--- config.mk ---
export PLATFORM = sky130hd
export DESIGN_NAME = mcdl_ctrl
export DESIGN_NICKNAME = d
export VERILOG_FILES = /design/src/rtl/mcdl_pkg.sv /design/src/rtl/mcdl_modsub.sv /design/src/rtl/mcdl_ctrl.sv
export SDC_FILE = /design/constraint.sdc
export NUM_CORES = 1
export LEC_CHECK = 0
export BUFFER_PORTS_ARGS = -buffer_cell sky130_fd_sc_hd__buf_2
export CAP_MARGIN = 20
export CORE_AREA = 2 2 110 165
export CTS_BUF_LIST = sky130_fd_sc_hd__clkbuf_16
export DETAILED_ROUTE_END_ITERATION = 10
export DIE_AREA = 0 0 112 167
export HOLD_SLACK_MARGIN = 0.02
export PLACE_DENSITY = 0.7
export SKIP_LAST_GASP = 1
export SLEW_MARGIN = 0
export SYNTH_ARGS = -nofsm -noshare
export SYNTH_HDL_FRONTEND = slang
export SYNTH_SLANG_ARGS = --single-unit
--- constraint.sdc ---
create_clock -name clk_i -period 4.4 [get_ports clk_i]
set_input_delay 1.32 -clock clk_i [delete_from_list [all_inputs] [get_ports clk_i]]
set_output_delay 1.32 -clock clk_i [all_outputs]
set_load 0.03 [all_outputs]
--- src/rtl/mcdl_pkg.sv ---
`timescale 1ns / 1ps
`default_nettype none
// ---------------------------------------------------------------------------
// mcdl_pkg: shared definitions for the multichannel delay line
// Sizes, field widths, action codes and the store access request types.
// ---------------------------------------------------------------------------
package mcdl_pkg;

  localparam int DEPTH    = 1024;
  localparam int CHANNELS = 2;

  localparam int SAMPLE_W = 32;
  localparam int DELAY_W  = 11;
  localparam int CH_W     = 1;
  localparam int IDX_W    = $clog2(DEPTH);
  localparam int ADDR_W   = $clog2(CHANNELS * DEPTH);

  typedef enum logic {
    ACT_PUSH  = 1'b0,
    ACT_CLEAR = 1'b1
  } action_e;

  typedef logic [IDX_W-1:0]    idx_t;
  typedef logic [ADDR_W-1:0]   addr_t;
  typedef logic [SAMPLE_W-1:0] sample_t;

  typedef struct packed {
    logic    en;
    addr_t   addr;
    sample_t data;
  } wr_req_t;

  typedef struct packed {
    logic  en;
    addr_t addr;
  } rd_req_t;

endpackage : mcdl_pkg
`default_nettype wire

--- src/rtl/mcdl_modsub.sv ---
`timescale 1ns / 1ps
`default_nettype none
// ---------------------------------------------------------------------------
// mcdl_modsub: modular index subtractor
// Returns (a - b) mod DEPTH for a, b below DEPTH.
// ---------------------------------------------------------------------------
module mcdl_modsub (
  input  mcdl_pkg::idx_t a_i,
  input  mcdl_pkg::idx_t b_i,
  output mcdl_pkg::idx_t res_o
);
  import mcdl_pkg::*;

  logic [IDX_W:0] wrapped;

  assign wrapped = {1'b0, a_i} + (IDX_W+1)'(DEPTH) - {1'b0, b_i};
  assign res_o   = (a_i >= b_i) ? (a_i - b_i) : wrapped[IDX_W-1:0];

endmodule : mcdl_modsub
`default_nettype wire

--- src/rtl/mcdl_ctrl.sv ---
`timescale 1ns / 1ps
`default_nettype none
// ---------------------------------------------------------------------------
// mcdl_ctrl: sequencer of the delay line
// Runs the reset sweep, push access and clear walk, drives the store and
// holds the write positions and the result register.
// ---------------------------------------------------------------------------
module mcdl_ctrl (
  input  logic                     clk_i,
  input  logic                     rst_ni,
  input  logic                     in_valid_i,
  output logic                     in_ready_o,
  input  logic                     action_i,
  input  logic [mcdl_pkg::CH_W-1:0] channel_i,
  input  mcdl_pkg::sample_t        sample_i,
  input  logic [mcdl_pkg::DELAY_W-1:0] delay_i,
  output logic                     out_valid_o,
  input  logic                     out_ready_i,
  output mcdl_pkg::sample_t        out_data_o,
  output mcdl_pkg::wr_req_t        wr_o,
  output mcdl_pkg::rd_req_t        rd_o,
  input  mcdl_pkg::sample_t        rdata_i
);
  import mcdl_pkg::*;

  typedef enum logic [2:0] {
    S_INIT,
    S_IDLE,
    S_PUSH,
    S_DATA,
    S_CLEAR
  } state_e;

  state_e            state_q;
  addr_t             init_q;
  logic [CH_W-1:0]   ch_q;
  sample_t           sample_q;
  idx_t              mag_q;
  idx_t              idx_q;
  idx_t              cnt_q;
  idx_t              wp_q [CHANNELS];
  logic              bypass_q;
  logic              out_valid_q;
  sample_t           out_data_q;

  logic              accept;
  logic [DELAY_W-1:0] mag_raw;
  idx_t              mag_sat;
  idx_t              sub_b;
  idx_t              sub_res;
  idx_t              wp_next;

  function automatic addr_t flat_addr(logic [CH_W-1:0] ch, idx_t idx);
    return ADDR_W'(int'(ch) * DEPTH + int'(idx));
  endfunction

  assign accept     = in_valid_i && in_ready_o;
  assign in_ready_o = (state_q == S_IDLE);

  // magnitude of the signed delay, saturated to DEPTH-1
  assign mag_raw = delay_i[DELAY_W-1] ? (DELAY_W'(0) - delay_i) : delay_i;
  assign mag_sat = (32'(mag_raw) > 32'(DEPTH - 1)) ? IDX_W'(DEPTH - 1) : IDX_W'(mag_raw);

  // shared subtractor: read index on push, step back one on clear
  assign sub_b = (state_q == S_CLEAR) ? IDX_W'(1) : mag_q;

  mcdl_modsub u_modsub (
    .a_i   (idx_q),
    .b_i   (sub_b),
    .res_o (sub_res)
  );

  assign wp_next = (idx_q == IDX_W'(DEPTH - 1)) ? '0 : idx_q + IDX_W'(1);

  always_comb begin
    wr_o = '0;
    rd_o = '0;
    case (state_q)
      S_INIT: begin
        wr_o.en   = 1'b1;
        wr_o.addr = init_q;
      end
      S_PUSH: begin
        wr_o.en   = 1'b1;
        wr_o.addr = flat_addr(ch_q, idx_q);
        wr_o.data = sample_q;
        rd_o.en   = 1'b1;
        rd_o.addr = flat_addr(ch_q, sub_res);
      end
      S_CLEAR: begin
        wr_o.en   = 1'b1;
        wr_o.addr = flat_addr(ch_q, sub_res);
      end
      default: begin
        wr_o = '0;
        rd_o = '0;
      end
    endcase
  end

  always_ff @(posedge clk_i or negedge rst_ni) begin
    if (!rst_ni) begin
      state_q     <= S_INIT;
      init_q      <= '0;
      out_valid_q <= 1'b0;
      for (int i = 0; i < CHANNELS; i++) begin
        wp_q[i] <= '0;
      end
    end else begin
      // the data stage owns the result valid while it runs
      if (out_ready_i && (state_q != S_DATA)) begin
        out_valid_q <= 1'b0;
      end
      case (state_q)
        S_INIT: begin
          init_q <= init_q + ADDR_W'(1);
          if (init_q == ADDR_W'(CHANNELS * DEPTH - 1)) begin
            state_q <= S_IDLE;
          end
        end
        S_IDLE: begin
          if (accept && (int'(channel_i) < CHANNELS)) begin
            ch_q     <= channel_i;
            sample_q <= sample_i;
            mag_q    <= mag_sat;
            cnt_q    <= mag_sat;
            idx_q    <= wp_q[channel_i];
            if (action_i == ACT_PUSH) begin
              state_q <= S_PUSH;
            end else if (mag_sat != '0) begin
              state_q <= S_CLEAR;
            end
          end
        end
        S_PUSH: begin
          wp_q[ch_q] <= wp_next;
          bypass_q   <= (mag_q == '0);
          state_q    <= S_DATA;
        end
        S_DATA: begin
          // hold here while the previous result beat is still waiting
          if (!out_valid_q || out_ready_i) begin
            out_valid_q <= 1'b1;
            out_data_q  <= bypass_q ? sample_q : rdata_i;
            state_q     <= S_IDLE;
          end
        end
        S_CLEAR: begin
          idx_q <= sub_res;
          cnt_q <= cnt_q - IDX_W'(1);
          if (cnt_q == IDX_W'(1)) begin
            state_q <= S_IDLE;
          end
        end
        default: begin
          state_q <= S_IDLE;
        end
      endcase
    end
  end

  assign out_valid_o = out_valid_q;
  assign out_data_o  = out_data_q;

  a_clear_writes_zero: assert property (@(posedge clk_i) disable iff (!rst_ni)
    (state_q == S_CLEAR) |-> (wr_o.en && wr_o.data == '0))
    else $error("clear walk wrote a nonzero sample");

  a_clear_count_live: assert property (@(posedge clk_i) disable iff (!rst_ni)
    (state_q == S_CLEAR) |-> (cnt_q != '0))
    else $error("clear walk running with zero count");

  a_result_from_data: assert property (@(posedge clk_i) disable iff (!rst_ni)
    $rose(out_valid_q) |-> ($past(state_q) == S_DATA))
    else $error("result raised outside the data stage");

  a_push_advances_wp: assert property (@(posedge clk_i) disable iff (!rst_ni)
    (state_q == S_PUSH) |=> (wp_q[$past(ch_q)] == $past(wp_next)))
    else $error("write position not advanced after push");

endmodule : mcdl_ctrl
`default_nettype wire

* Word-level counts from Yosys, hierarchy flattened
Cells that the tools add are included.
Cells by class: add/subtract/negate cells 9, reduce and logical (&&, ||, !) cells 14, $lt $le $gt $ge 5, bitwise operators 2, mux-type cells 29, equality and inequality tests 13
Operator list (count):
- 2-to-1 mux 10 bit | 10
- 2-to-1 mux 32 bit | 2
- case mux 10 bit (2 select lines) | 2
- case mux 12 bit (3 select lines) | 1
- adder 11 x 10 -> 11 bit | 2
- adder 10 x 1 -> 10 bit, second input constant | 2
- bitwise mux 20 bit | 1
- subtractor 10 bit | 2
- 2-to-1 mux 3 bit | 6
- case mux 3 bit (5 select lines) | 1
- 2-to-1 mux 12 bit | 1
- adder 11 x 1 -> 11 bit, second input constant | 1
- == test 11 bit, second input constant | 1
- greater-than comparator 11 x 10 -> 1 bit, second input constant | 1
- 2-to-1 mux 11 bit | 1
- subtractor 1 x 11 -> 11 bit, first input constant | 1
- demux 10 bit (select 1 bit) | 1
- == test 10 x 1 -> 1 bit, second input constant | 1
- == test 10 bit, second input constant | 1
- greater-or-equal comparator 10 bit | 1
- zero test 10 bit | 1
- nonzero test 10 bit | 1
- subtractor 10 x 1 -> 10 bit, second input constant | 1
- AND reduction 3 bit | 3
- other kinds (17) | 27
Storage, ports and cells: bits of input ports 81, output and inout port bits 90, word-level logic and storage cells 84, bits in registers 131

* Longest topological paths before layout
Gate-level depths: netlist (run 1).
depth in word-level cells 9, mapped depth 14, depth with buffers taken out 12

* Cells and area by module
From an unflattened synthesis (run 1), not the netlist that was laid out.
Second synthesis, totals: cells, all modules 614, area, all modules 6852.8 um^2
Modules (own cells, without submodules):
- mcdl_ctrl | cells each 547, times used 1, area an instance 6367.4 um^2
- mcdl_modsub | cells each 67, times used 1, area an instance 485.5 um^2

* Least setup slack after synthesis (run 1)
Ideal clock, no wire load.
path type register to output, start reg state_q[1], end out wr_o[41] (netlist name), arrival 3585 ps, buffers on the path 3, stages on the path, launching flop included 14, data required time 3080 ps, slack -505 ps, cells stage by stage dfrtp_1 clkbuf_1 nor2b_1 clkbuf_1 nand2b_1 clkbuf_1 nand2_1 ha_1 nor2b_1 o31a_1 o2111a_1 or2_1 a21oi_1 o311ai_0
RTL lines:
- start, declared | line mcdl_ctrl.sv:34 | state_e state_q;
- start signal, assigned | line mcdl_ctrl.sv:103 | state_q <= S_INIT;
- start signal, assigned | line mcdl_ctrl.sv:118 | state_q <= S_IDLE;
- start signal, assigned | line mcdl_ctrl.sv:129 | state_q <= S_PUSH;
- end, declared | line mcdl_ctrl.sv:20 | output mcdl_pkg::wr_req_t wr_o,

==> results by group, run 1 <==
Cells and area
  • Multi-input gate area: 2990 um^2
  • Filler cell count: 1519
  • Seq. cell area: 3760 um^2
  • Nets: 887
  • Layout cell share with drive strength beyond 1: 36.2%
  • Area Growth Syn to Fin: 30.1%
  • Design Area, Final: 8810 um^2
  • Non-Filler Instances: 1018

CTS
  • CTS tree: built
  • Hold Buf Count CTS: 0
  • CTS Buf Count: 17
  • Reg clk slew, reported paths: 0.05 ns
  • Clock sinks: 131
  • Max clock buf depth: 2
  • Clock Latency Late Sink: 0.41 ns
  • H-tree levels: 4
  • Root buffer cell: clkbuf_16

Synthesis
  • Yosys reg bits: 131
  • Ys async rst share: 26.7%
  • Ys flop type: edfxtp_1
  • Syn nets: 699
  • Count of cell types in the netlist: 59
  • Yosys warns: 0
  • Share of synthesized area occupied by flip-flops and latches: 55.5%
  • Area leader, netlist: edfxtp_1
  • Avg Inst Size Synth: 11.2 um^2
  • Post-synth EDFFs: 96
  • Leading cell types by count after synthesis: edfxtp_1 (96), nand2_1 (65), nor2_1 (46)
  • Most area-consuming cells after synthesis: edfxtp_1 (43%), dfrtp_1 (13%), mux2_2 (5.8%), nand2_1 (3.6%), and2_1 (3.4%)
  • Cells after Synth: 603
  • Mapped cell area: 6770 um^2
  • Top-count cell post-synth: edfxtp_1
  • Synth top area share: 42.6%

Timing
  • Final Skew: 0.0114 ns
  • Count of final hold-check violations: 0
  • Worst slew margin: 35.3%
  • Period minus WS final: 4.38 ns
  • Final worst path period share: 99.4%
  • Finish-stage setup viols: 0
  • Measured slew at the worst slew-check pin: 0.971 ns
  • Slew Viols, Final: 0
  • Fmax: 229 MHz
  • RSZ-0062 raised after global routing: true

Route
  • Post-DR wirelength/cell: 17.2 um
  • Post-DRT Antenna Nets: 0
  • Number of vias in the routed layout: 5313
  • Drt first pass iters: 4
  • First DRT Iteration DRCs: 299
  • Detailed-route DRC error count: 0
  • WL final: 17600 um
  • Avg Vias per Cell: 5.22

Floorplan
  • Die area: 18700 um^2
  • FP Rows: 59
  • Io pins: 171
  • Initial Util: 39.2%
  • Die H: 167 um
  • Chip width: 112 um
  • Core area: 17300 um^2

Worst setup path
  • CP Data Arrival Time: 3.06 ns
  • CP required: 3.08 ns
  • Flop2flop setup slack: 1.51 ns
  • CP Max Fanout: 5
  • Crit Path Class: flop to output port
  • CP Capture Type: output port
  • CP startpoint kind: flop

Power and ir drop
  • Worst vdd rail ir drop: 305 uV
  • Pwr dens: 561 nW/um^2
  • Final Power: 4940 uW
  • P_leak: 0.00372 uW

Status
  • Run status: completed

Global route
  • First-pass GRT wire length: 27300 um
  • Initial antenna violation count: 1
  • Number of global-route vias before repair: 5285
  • Overflow after GRT: 0
  • Total Routing Usage GR: 18.7%
  • Largest net degree at the start of global routing: 44

Job
  • Max cap viols: 0

Placement
  • Port Buffers: 170
  • Post-placement cell area: 8000 um^2
  • Routability cong.: 0.853
  • Dpl hpwl: 13200 um
  • Placed insts: 977

Worst hold path
  • Worst hold path class: flop to flop
-- per-stage QoR --
step	hold WS, ns	util [%]	setup slack [ns]	setup TNS, ns
after floorplan	0.441	-	0.00861	0
after global placement	0.460	46.0	0.254	0
after detailed placement	0.459	46.3	0.234	0
after CTS	0.471	50.4	0.0107	0
after global routing	0.506	51.0	-0.0864	-0.299
final	0.470	51.0	0.0246	0
-- critical path, stage by stage (launching register included) --
cell and delay [ns]:
dfrtp_1 0.40, nor2b_4 0.17, nand2b_4 0.10, nand2_4 0.09
ha_4 0.20, nor2b_4 0.12, o31a_1 0.26, o2111a_2 0.28
or2_4 0.24, o311ai_4 0.34, mux2i_4 0.28, buf_6 0.15
-- path summary, 6_finish.rpt --
kind,depth (start not counted),start,endpoint
min in group asynchronous,1,rst_ni,state_q[1]
worst min-delay path,2,wp_q[19],wp_q[19]
max in group asynchronous,2,rst_ni,init_q[6]
worst max-delay path,11,state_q[1],rd_o[9]
worst min register to register,2,wp_q[19],wp_q[19]
worst max register to register,6,state_q[0],state_q[0]
-- power breakdown --
group	switching, uW	internal (uW)
registers	165	1640
clock network	534	894
logic	1030	669
-- final cells by class --
type                       count  area share (%)
timing repair buffer         198            12.8
clock inverter                15            2.03
antenna                        1          0.0284
multi-input combinational    428            34.0
tap                          213            3.03
sequential                   131            42.7
clock buffer                  17            4.83
inverter                      15           0.639
-- cell families (layout without fill, tap and decap cells) --
| logic type | after synthesis | in the layout | synth area share, % |
|---|---|---|---|
| and+or+nand+nor | 226 | 226 | 16.9 |
| DFF | 131 | 131 | 55.5 |
| AOI/OAI and AO/OA | 104 | 104 | 9.73 |
| muxes | 51 | 51 | 8.21 |
| buffers and inverters | 44 | 245 | 2.57 |
| xor gates and xnor gates | 32 | 32 | 4.14 |
| adders and majority gates | 15 | 15 | 2.88 |
| other | 0 | 1 | 0 |
-- flip-flops by register name, summed over array words and instances, names as in the netlist --
register     flops
bypass_q         1
ch_q             1
cnt_q           10
idx_q           10
init_q          11
mag_q           10
out_data_o      32
out_valid_o      1
sample_q        32
state_q          3
wp_q            20
-- per-layer routing --
layer	track usage (%)	wire length, um
met4	8.80	683
met5	0	0
met2	34.4	9350
met1	20.4	6520
met3	3.93	1010
-- placed cells by master (no fill, tap or decap), drive strengths merged, types with 10 or more instances in the layout --
| cell | netlist | layout |
|---|---|---|
| buf | 7 | 197 |
| nor2b | 10 | 10 |
| xor2 | 10 | 10 |
| xnor2 | 22 | 22 |
| nor3 | 12 | 12 |
| inv | 15 | 19 |
| a21oi | 26 | 26 |
| mux2 | 36 | 36 |
| nand2b | 11 | 11 |
| nand2 | 65 | 65 |
| nand3 | 11 | 11 |
| and2 | 37 | 37 |
| ha | 14 | 14 |
| clkbuf | 22 | 18 |
| edfxtp | 96 | 96 |
| o21ai | 32 | 32 |
| mux2i | 15 | 15 |
| dfrtp | 35 | 35 |
| nor2 | 46 | 46 |
-- what timing repair did --
item	4_1_cts	5_1_grt
resized for setup	13	17
setup buffers	6	2
endpoints found under the setup margin	6	9
pin swaps	6	8
Power figures use the tool's default switching activity.
==> inputs of run 2 (changes only) <==
--- a/config.mk
+++ b/config.mk
@@ -7,12 +7,13 @@
 export LEC_CHECK = 0
 export BUFFER_PORTS_ARGS = -buffer_cell sky130_fd_sc_hd__buf_2
 export CAP_MARGIN = 20
-export CORE_AREA = 2 2 110 165
+export CORE_AREA = 2 2 117 176
 export CTS_BUF_LIST = sky130_fd_sc_hd__clkbuf_16
 export DETAILED_ROUTE_END_ITERATION = 10
-export DIE_AREA = 0 0 112 167
+export DIE_AREA = 0 0 119 178
 export HOLD_SLACK_MARGIN = 0.02
-export PLACE_DENSITY = 0.7
+export MAX_ROUTING_LAYER = met4
+export PLACE_DENSITY = 0.64
 export SKIP_LAST_GASP = 1
 export SLEW_MARGIN = 0
 export SYNTH_ARGS = -nofsm -noshare
==> constraint.sdc (replaced) <==
create_clock -name clk_i -period 3.5 [get_ports clk_i]
set_input_delay 1.05 -clock clk_i [delete_from_list [all_inputs] [get_ports clk_i]]
set_output_delay 1.05 -clock clk_i [all_outputs]
set_load 0.03 [all_outputs]
==> run 2 against run 1 <==
  * The flow now finishes with violations (setup timing)
  * Wire length rose by 3.9%
  * Core utilization down 3.5 points
  * Cell count is 8.3% higher
  * Total power increased by 32%
  * Global-route usage down 0.88 points
  * Sequential power rose by 24%
  * Clock skew rose by 0.0021 ns
==> results by group, run 2 (synthesis results as in run 1) <==
Placement
  • Routability cong.: 0.857 (+0.49%)
  • DP Worst Slack: -0.365 ns (-0.599 ns)
  • Post-placement cell area: 8440 um^2 (+5.5%)
  • Port Buffers: 170 (unchanged)
  • Dpl hpwl: 13800 um (+4.6%)

Timing
  • Measured slew at the worst slew-check pin: 0.710 ns (-0.261 ns)
  • Slew Viols, Final: 0 (unchanged)
  • Period minus WS final: 4.09 ns
  • Fmax: 244 MHz
  • Count of final hold-check violations: 0 (unchanged)
  • Final worst path period share: 117%
  • Setup WS post-layout: -0.592 ns (-0.617 ns)
  • RSZ-0062 raised after global routing: true
  • Final Skew: 0.0135 ns (+0.00210 ns)
  • Hold WS: 0.478 ns (+0.00851 ns)
  • Finish-stage setup viols: 13 (+13)
  • Worst slew margin: 52.7% (+17 points)

CTS
  • Reg clk slew, reported paths: 0.06 ns (about the same)
  • Hold Buf Count CTS: 0 (unchanged)
  • Max clock buf depth: 2 (unchanged)
  • Root buffer cell: clkbuf_16
  • H-tree levels: 4 (unchanged)
  • CTS tree: built
  • CTS Buf Count: 17 (unchanged)
  • Clock Latency Late Sink: 0.41 ns (about the same)
  • Clock sinks: 131 (unchanged)

Cells and area
  • Layout cell share with drive strength beyond 1: 41.6% (+5.4 points)
  • Design Area, Final: 9330 um^2 (+5.9%)
  • Nets: 925 (+4.3%)
  • N_diodes: 0 (-1)
  • Most frequent cells in the layout: buf_2 (153), edfxtp_1 (96), buf_4 (65)
  • Leading cell type in the layout, fill and taps excluded: buf_2
  • Area Growth Syn to Fin: 37.9%
  • Filler cell count: 1733 (+14%)

Floorplan
  • FP Rows: 63 (+6.8%)
  • Io pins: 171 (unchanged)
  • Chip width: 119 um (+6.3%)
  • Die area: 21200 um^2 (+13%)
  • Core area: 19600 um^2 (+14%)
  • Die H: 178 um (+6.6%)
  • Initial Util: 34.5% (-4.7 points)

Route
  • Avg Vias per Cell: 4.92 (-5.8%)
  • WL final: 18200 um (+3.9%)
  • Number of vias in the routed layout: 5420 (+2.0%)
  • First DRT Iteration DRCs: 331 (+11%)
  • Post-DRT Antenna Nets: 0 (unchanged)
  • Post-DR wirelength/cell: 16.6 um (-4.0%)
  • Detailed-route DRC error count: 0 (unchanged)
  • Drt first pass iters: 4 (unchanged)

Global route
  • First-pass GRT wire length: 28400 um (+3.9%)
  • Initial antenna violation count: 0 (-1)
  • Overflow after GRT: 0 (unchanged)
  • Largest net degree at the start of global routing: 44 (unchanged)
  • Total Routing Usage GR: 17.9% (-0.88 points)
  • Number of global-route vias before repair: 5380 (+1.8%)

Power and ir drop
  • P_leak: 0.00394 uW (+6.0%)
  • Pwr dens: 701 nW/um^2 (+25%)
  • Worst vdd rail ir drop: 377 uV (+23%)

Worst setup path
  • R2r worst-path depth: 14 (+8)
  • CP required: 2.45 ns (-0.63 ns)
  • CP startpoint kind: flop
  • CP Capture Type: output port
  • Crit Path Class: flop to output port
  • CP Data Arrival Time: 3.04 ns (-0.02 ns)
  • CP Max Fanout: 6 (+1)

Worst hold path
  • Worst hold stages: 2 (unchanged)
  • Worst hold path class: flop to flop

Job
  • Max cap viols: 0 (unchanged)

Status
  • Failing checks: setup timing
  • Run status: finished, violations left
==> run 2: cell types whose count changed in the layout (fill, tap and decap cells not counted), sizes merged <==
cell / previous run / this run
diode: 1 / 0
bufinv: 3 / 1
buf: 197 / 236
clkbuf: 18 / 17
clkinvlp: 3 / 1
inv: 19 / 23
==> run 2: worst max-delay path, cell delays in order, from the launching register on <==
cell      delay (ns)
dfrtp_1         0.40
nor2b_4         0.15
nand2b_4        0.10
nand2_4         0.09
ha_4            0.19
nor2b_4         0.12
o31a_1          0.26
o2111a_1        0.25
or2_4           0.25
o311ai_4        0.31
mux2i_4         0.34
buf_6           0.16
==> run 2: what timing repair did <==
| action | in CTS | in global routing |
|---|---|---|
| pin swaps | 21 | 16 |
| setup endpoints to repair | 18 | 20 |
| gates cloned | 0 | 0 |
| buffers inserted | 5 | 4 |
| resized for setup | 54 | 19 |
==> run 2: area by class of cell <==
type	instances	area [um^2]	share of cell area, %
clock inverter	15	144	1.54
timing repair buffer	236	1470	15.7
inverter	15	56.3	0.604
clock buffer	17	425	4.56
tap	260	325	3.49
multi-input combinational	428	3150	33.8
sequential	131	3760	40.3
==> run 2: report_power, final <==
group / leakage [uW] / switching (uW) / internal, uW
logic: 0.00233 / 1460 / 1110
registers: 0.00133 / 190 / 2060
clock network: 0.000280 / 713 / 996
total: 0.00394 / 2370 / 4170
==> run 2: per-stage QoR <==
step / power, uW / setup TNS (ns) / utilization [%] / instances
floorplan: 3720 / -1.12 / - / 603
global placement: 4550 / -1.47 / 43.0 / 1066
detailed placement: 4590 / -1.79 / 43.0 / 1066
CTS: 6490 / -5.77 / 47.0 / 1100
global route: 6900 / -6.30 / 47.5 / 1102
finish: 6540 / -4.50 / 47.5 / 1102
==> run 2: final timing paths <==
path,start,end,slack (ns)
hold / removal,wp_q[18],wp_q[18],0.48
setup reg to reg,state_q[1],idx_q[8],0.79
hold reg to reg,wp_q[18],wp_q[18],0.48
max in group asynchronous,rst_ni,init_q[8],2.43
min in group asynchronous,rst_ni,state_q[0],0.53
setup / recovery,state_q[1],rd_o[9],-0.59
==> run 2: metal layers <==
| metal | wire length, um | global-route usage [%] | share of wire (%) | vias up |
|---|---|---|---|---|
| li1 | - | - | - | 2637 |
| met1 | 7030 | 19.1 | 39 | 2569 |
| met2 | 9780 | 32.7 | 54 | 188 |
| met3 | 1010 | 3.90 | 5.6 | 26 |
| met4 | 422 | 5.95 | 2.3 | 0 |
| met5 | 0 | - | 0 | - |
==> inputs of run 3 (changes only) <==
--- a/config.mk
+++ b/config.mk
@@ -7,10 +7,10 @@
 export LEC_CHECK = 0
 export BUFFER_PORTS_ARGS = -buffer_cell sky130_fd_sc_hd__buf_2
 export CAP_MARGIN = 20
-export CORE_AREA = 2 2 117 176
+export CORE_AREA = 2 2 118 177
 export CTS_BUF_LIST = sky130_fd_sc_hd__clkbuf_16
 export DETAILED_ROUTE_END_ITERATION = 10
-export DIE_AREA = 0 0 119 178
+export DIE_AREA = 0 0 120 179
 export HOLD_SLACK_MARGIN = 0.02
 export MAX_ROUTING_LAYER = met4
 export PLACE_DENSITY = 0.64
@@ -18,4 +18,5 @@
 export SLEW_MARGIN = 0
 export SYNTH_ARGS = -nofsm -noshare
 export SYNTH_HDL_FRONTEND = slang
+export SYNTH_HIERARCHICAL = 1
 export SYNTH_SLANG_ARGS = --single-unit
==> run 3 against run 2 <==
  * The flow still finishes with violations (setup timing)
  * Clock skew decreased by 0.0034 ns
  * Combinational power increased by 20%
  * Cell area increased by 1.5%
  * Fmax about the same
  * Die area increased by 1.4%
  * Sequential share of layout area decreased by 0.58 points
  * Wire length increased by 2.2%
  * Total power increased by 10%
  * Non-clock buffer count decreased by 5
  * First-iteration DRC count increased by 7.3%
  * Clock power increased by 9%
  * Largest power group unchanged
==> results by group, run 3 <==
Route
  • Post-DR wirelength/cell: 16.8 um (+1.2%)
  • Drt first pass iters: 5 (+1)
  • Avg Vias per Cell: 4.81 (-2.2%)
  • Detailed-route DRC error count: 0 (unchanged)
  • WL final: 18600 um (+2.2%)
  • Post-DRT Antenna Nets: 0 (unchanged)
  • First DRT Iteration DRCs: 355 (+7.3%)
  • Number of vias in the routed layout: 5355 (-1.2%)

Placement
  • Routability cong.: 0.896 (+4.5%)
  • Dpl hpwl: 13900 um (+1.1%)
  • Port Buffers: 170 (unchanged)
  • DP Worst Slack: -0.320 ns (+0.0454 ns)
  • Placed insts: 1070 (+0.38%)

Worst setup path
  • CP Cell Sequence: nor2b_4 > and2_4 > or2_4 > ha_4 > fa_2 > nor2b_4 > o2111ai_2 > nand3_2 > o41ai_2 > xnor2_1 > buf_4 > and2_4 > buf_6
  • CP startpoint kind: flop
  • CP required: 2.45 ns (about the same)
  • CP Data Arrival Time: 3.05 ns (about the same)
  • Critical Path End: rd_o[8]
  • Crit Path Class: flop to output port
  • Flop2flop setup slack: 0.83 ns (+0.04 ns)
  • Crit-path slowest cell: fa_2
  • Largest stage delay on the critical path: 0.42 ns (+0.02 ns)
  • Worst reg2reg endpoint: idx_q[8]
  • Critical R2R Launch: state_q[2]
  • CP Max Fanout: 6 (unchanged)
  • Setup crit start: state_q[2]
  • R2r worst-path depth: 13 (-1)
  • CP Capture Type: output port

CTS
  • Max clock buf depth: 2 (unchanged)
  • Hold Buf Count CTS: 0 (unchanged)
  • Clock Latency Late Sink: 0.42 ns (about the same)
  • H-tree levels: 4 (unchanged)
  • Clock sinks: 131 (unchanged)
  • Root buffer cell: clkbuf_16
  • Reg clk slew, reported paths: 0.06 ns (about the same)
  • CTS Buf Count: 17 (unchanged)
  • CTS tree: built

Power and ir drop
  • Part of the power in registers: 31.1% (-3.3 points)
  • Pwr dens: 760 nW/um^2 (+8.4%)
  • P_leak: 0.00400 uW (+1.5%)
  • Clock power frac: 25.8% (-0.3 points)
  • Switching power: 2650 uW (+12%)
  • Final Power: 7190 uW (+10%)
  • Int Power: 4540 uW (+9.0%)
  • Sw frac: 36.8% (+0.61 points)
  • Comb power frac: 43.1% (+3.7 points)
  • Worst vdd rail ir drop: 380 uV (+0.73%)

Floorplan
  • Initial Util: 34.1% (-0.38 points)
  • Core area: 20100 um^2 (+2.4%)
  • FP Rows: 64 (+1.6%)
  • Chip width: 120 um (+0.84%)
  • Io pins: 171 (unchanged)
  • Die H: 179 um (+0.56%)
  • Die area: 21500 um^2 (+1.4%)

Synthesis
  • Syn nets: 710 (+1.6%)
  • Area leader, netlist: edfxtp_1
  • Ys flop type: edfxtp_1
  • Count of cell types in the netlist: 56 (-5.1%)
  • Yosys warns: 6 (+6)
  • Top-count cell post-synth: edfxtp_1
  • Cells after Synth: 614 (+1.8%)
  • Share of synthesized area occupied by flip-flops and latches: 54.8% (-0.70 points)
  • Ys async rst share: 26.7% (unchanged)
  • Post-synth EDFFs: 96 (unchanged)
  • Mapped cell area: 6850 um^2 (+1.3%)
  • Most area-consuming cells after synthesis: edfxtp_1 (42%), dfrtp_1 (13%), mux2_2 (5.8%), and2_1 (4.1%), mux2i_1 (3.4%)
  • Synth top area share: 42.1% (-0.54 points)
  • Avg Inst Size Synth: 11.2 um^2 (-0.54%)
  • Yosys reg bits: 131 (unchanged)
  • Leading cell types by count after synthesis: edfxtp_1 (96), nand2_1 (61), nor2_1 (46)

Status
  • Failing checks: setup timing
  • Run status: finished, violations left

Timing
  • Final worst path period share: 117% (about the same)
  • Final Skew: 0.0101 ns (-0.00341 ns)
  • Finish-stage setup viols: 18 (+5)
  • Fmax: 244 MHz (about the same)
  • Slew Viols, Final: 0 (unchanged)
  • Count of final hold-check violations: 0 (unchanged)
  • Measured slew at the worst slew-check pin: 0.794 ns (+0.0836 ns)
  • Setup WS post-layout: -0.595 ns (-0.00346 ns)
  • RSZ-0062 raised after global routing: true
  • Period minus WS final: 4.10 ns (+0.00346 ns)
  • Worst slew margin: 46.7% (-6.0 points)

Global route
  • Overflow after GRT: 0 (unchanged)
  • Initial antenna violation count: 0 (unchanged)
  • Largest net degree at the start of global routing: 35 (-20%)
  • Number of global-route vias before repair: 5350 (-0.56%)
  • First-pass GRT wire length: 28700 um (+1.1%)
  • Total Routing Usage GR: 18.3% (+0.42 points)

Cells and area
  • Area Growth Syn to Fin: 38.1%
  • N_diodes: 0 (unchanged)
  • Most frequent cells in the layout: buf_2 (154), edfxtp_1 (96), nand2_1 (61)
  • Layout cell share with drive strength beyond 1: 43.1% (+1.5 points)
  • Non-Filler Instances: 1113 (+1.0%)
  • Leading cell type in the layout, fill and taps excluded: buf_2
  • Nets: 932 (+0.76%)

Worst hold path
  • Worst hold path class: flop to flop

Job
  • Max cap viols: 0 (unchanged)
run 3: logic make-up after synthesis:
kind of cell,Yosys count,share of synthesized area (%)
AO/OA/AOI/OAI,92,8.58
XOR/XNOR,33,4.22
adder cells (fa/ha/maj),15,2.85
buffers and inverters,54,3.10
flip-flops,131,54.8
multiplexers,58,9.11
AND/OR/NAND/NOR,231,17.3
run 3: worst max-delay path: cells and delay by family, from the launching register on:
family / cells / cell delay, ns
and+or+nand+nor: 6 / 0.92
buffers and inverters: 2 / 0.31
DFF: 1 / 0.39
xor gates and xnor gates: 1 / 0.22
adders and majority gates: 2 / 0.59
AOI/OAI and AO/OA: 2 / 0.19
run 3: how the worst min path moves through the flow:
stage,cells past startpoint,slack [ns],start,endpoint
2_1_floorplan,2,0.45,wp_q[10],wp_q[10]
3_3_place_gp,2,0.46,wp_q[10],wp_q[10]
3_5_place_dp,2,0.47,wp_q[10],wp_q[10]
4_1_cts,1,0.47,rst_ni,state_q[0]
5_1_grt,1,0.46,rst_ni,state_q[0]
6_report,2,0.48,wp_q[17],wp_q[17]
run 3: power by group through the flow:
stage | Clock (uW) | Combinational, uW | Sequential [uW]
after floorplan | 0 | 1650 | 2270
after global placement | 0 | 2670 | 2240
after detailed placement | 0 | 2690 | 2250
after CTS | 1910 | 2910 | 2230
after global routing | 1970 | 3350 | 2270
final | 1860 | 3100 | 2240
run 3: what timing repair did:
action | in CTS | in global routing
buffers inserted | 6 | 5
cloned | 1 | 0
pin swaps | 22 | 25
setup endpoints to repair | 18 | 18
gates resized for setup | 49 | 33
run 3: routing by layer:
| layer | track usage, % | part of all wire, % | wire [um] | vias up |
|---|---|---|---|---|
| met3 | 3.69 | 5.8 | 1080 | 37 |
| met4 | 11.1 | 4.9 | 923 | 0 |
| met5 | - | 0 | 0 | - |
| li1 | - | - | - | 2630 |
| met2 | 32.2 | 52 | 9760 | 206 |
| met1 | 18.6 | 37 | 6890 | 2482 |
run 3: stage by stage:
step | TNS (ns) | util, % | cell area (um^2) | hold slack, ns
after detailed placement | -2.64 | 41.9 | 8430 | 0.465
after global placement | -2.25 | 41.9 | 8430 | 0.459
after floorplan | -2.63 | - | 6960 | 0.448
after global routing | -8.45 | 47.1 | 9460 | 0.461
final | -6.54 | 47.1 | 9460 | 0.475
after CTS | -6.54 | 46.2 | 9290 | 0.465
run 3: area by class of cell:
| class | count | area [um^2] |
|---|---|---|
| Fill cell | 1858 | 10600 |
| Sequential cell | 131 | 3760 |
| Multi-Input combinational cell | 430 | 3240 |
| Timing Repair Buffer | 231 | 1420 |
| Clock buffer | 17 | 425 |
| Tap cell | 264 | 330 |
| Clock inverter | 15 | 194 |
| Inverter | 25 | 93.8 |
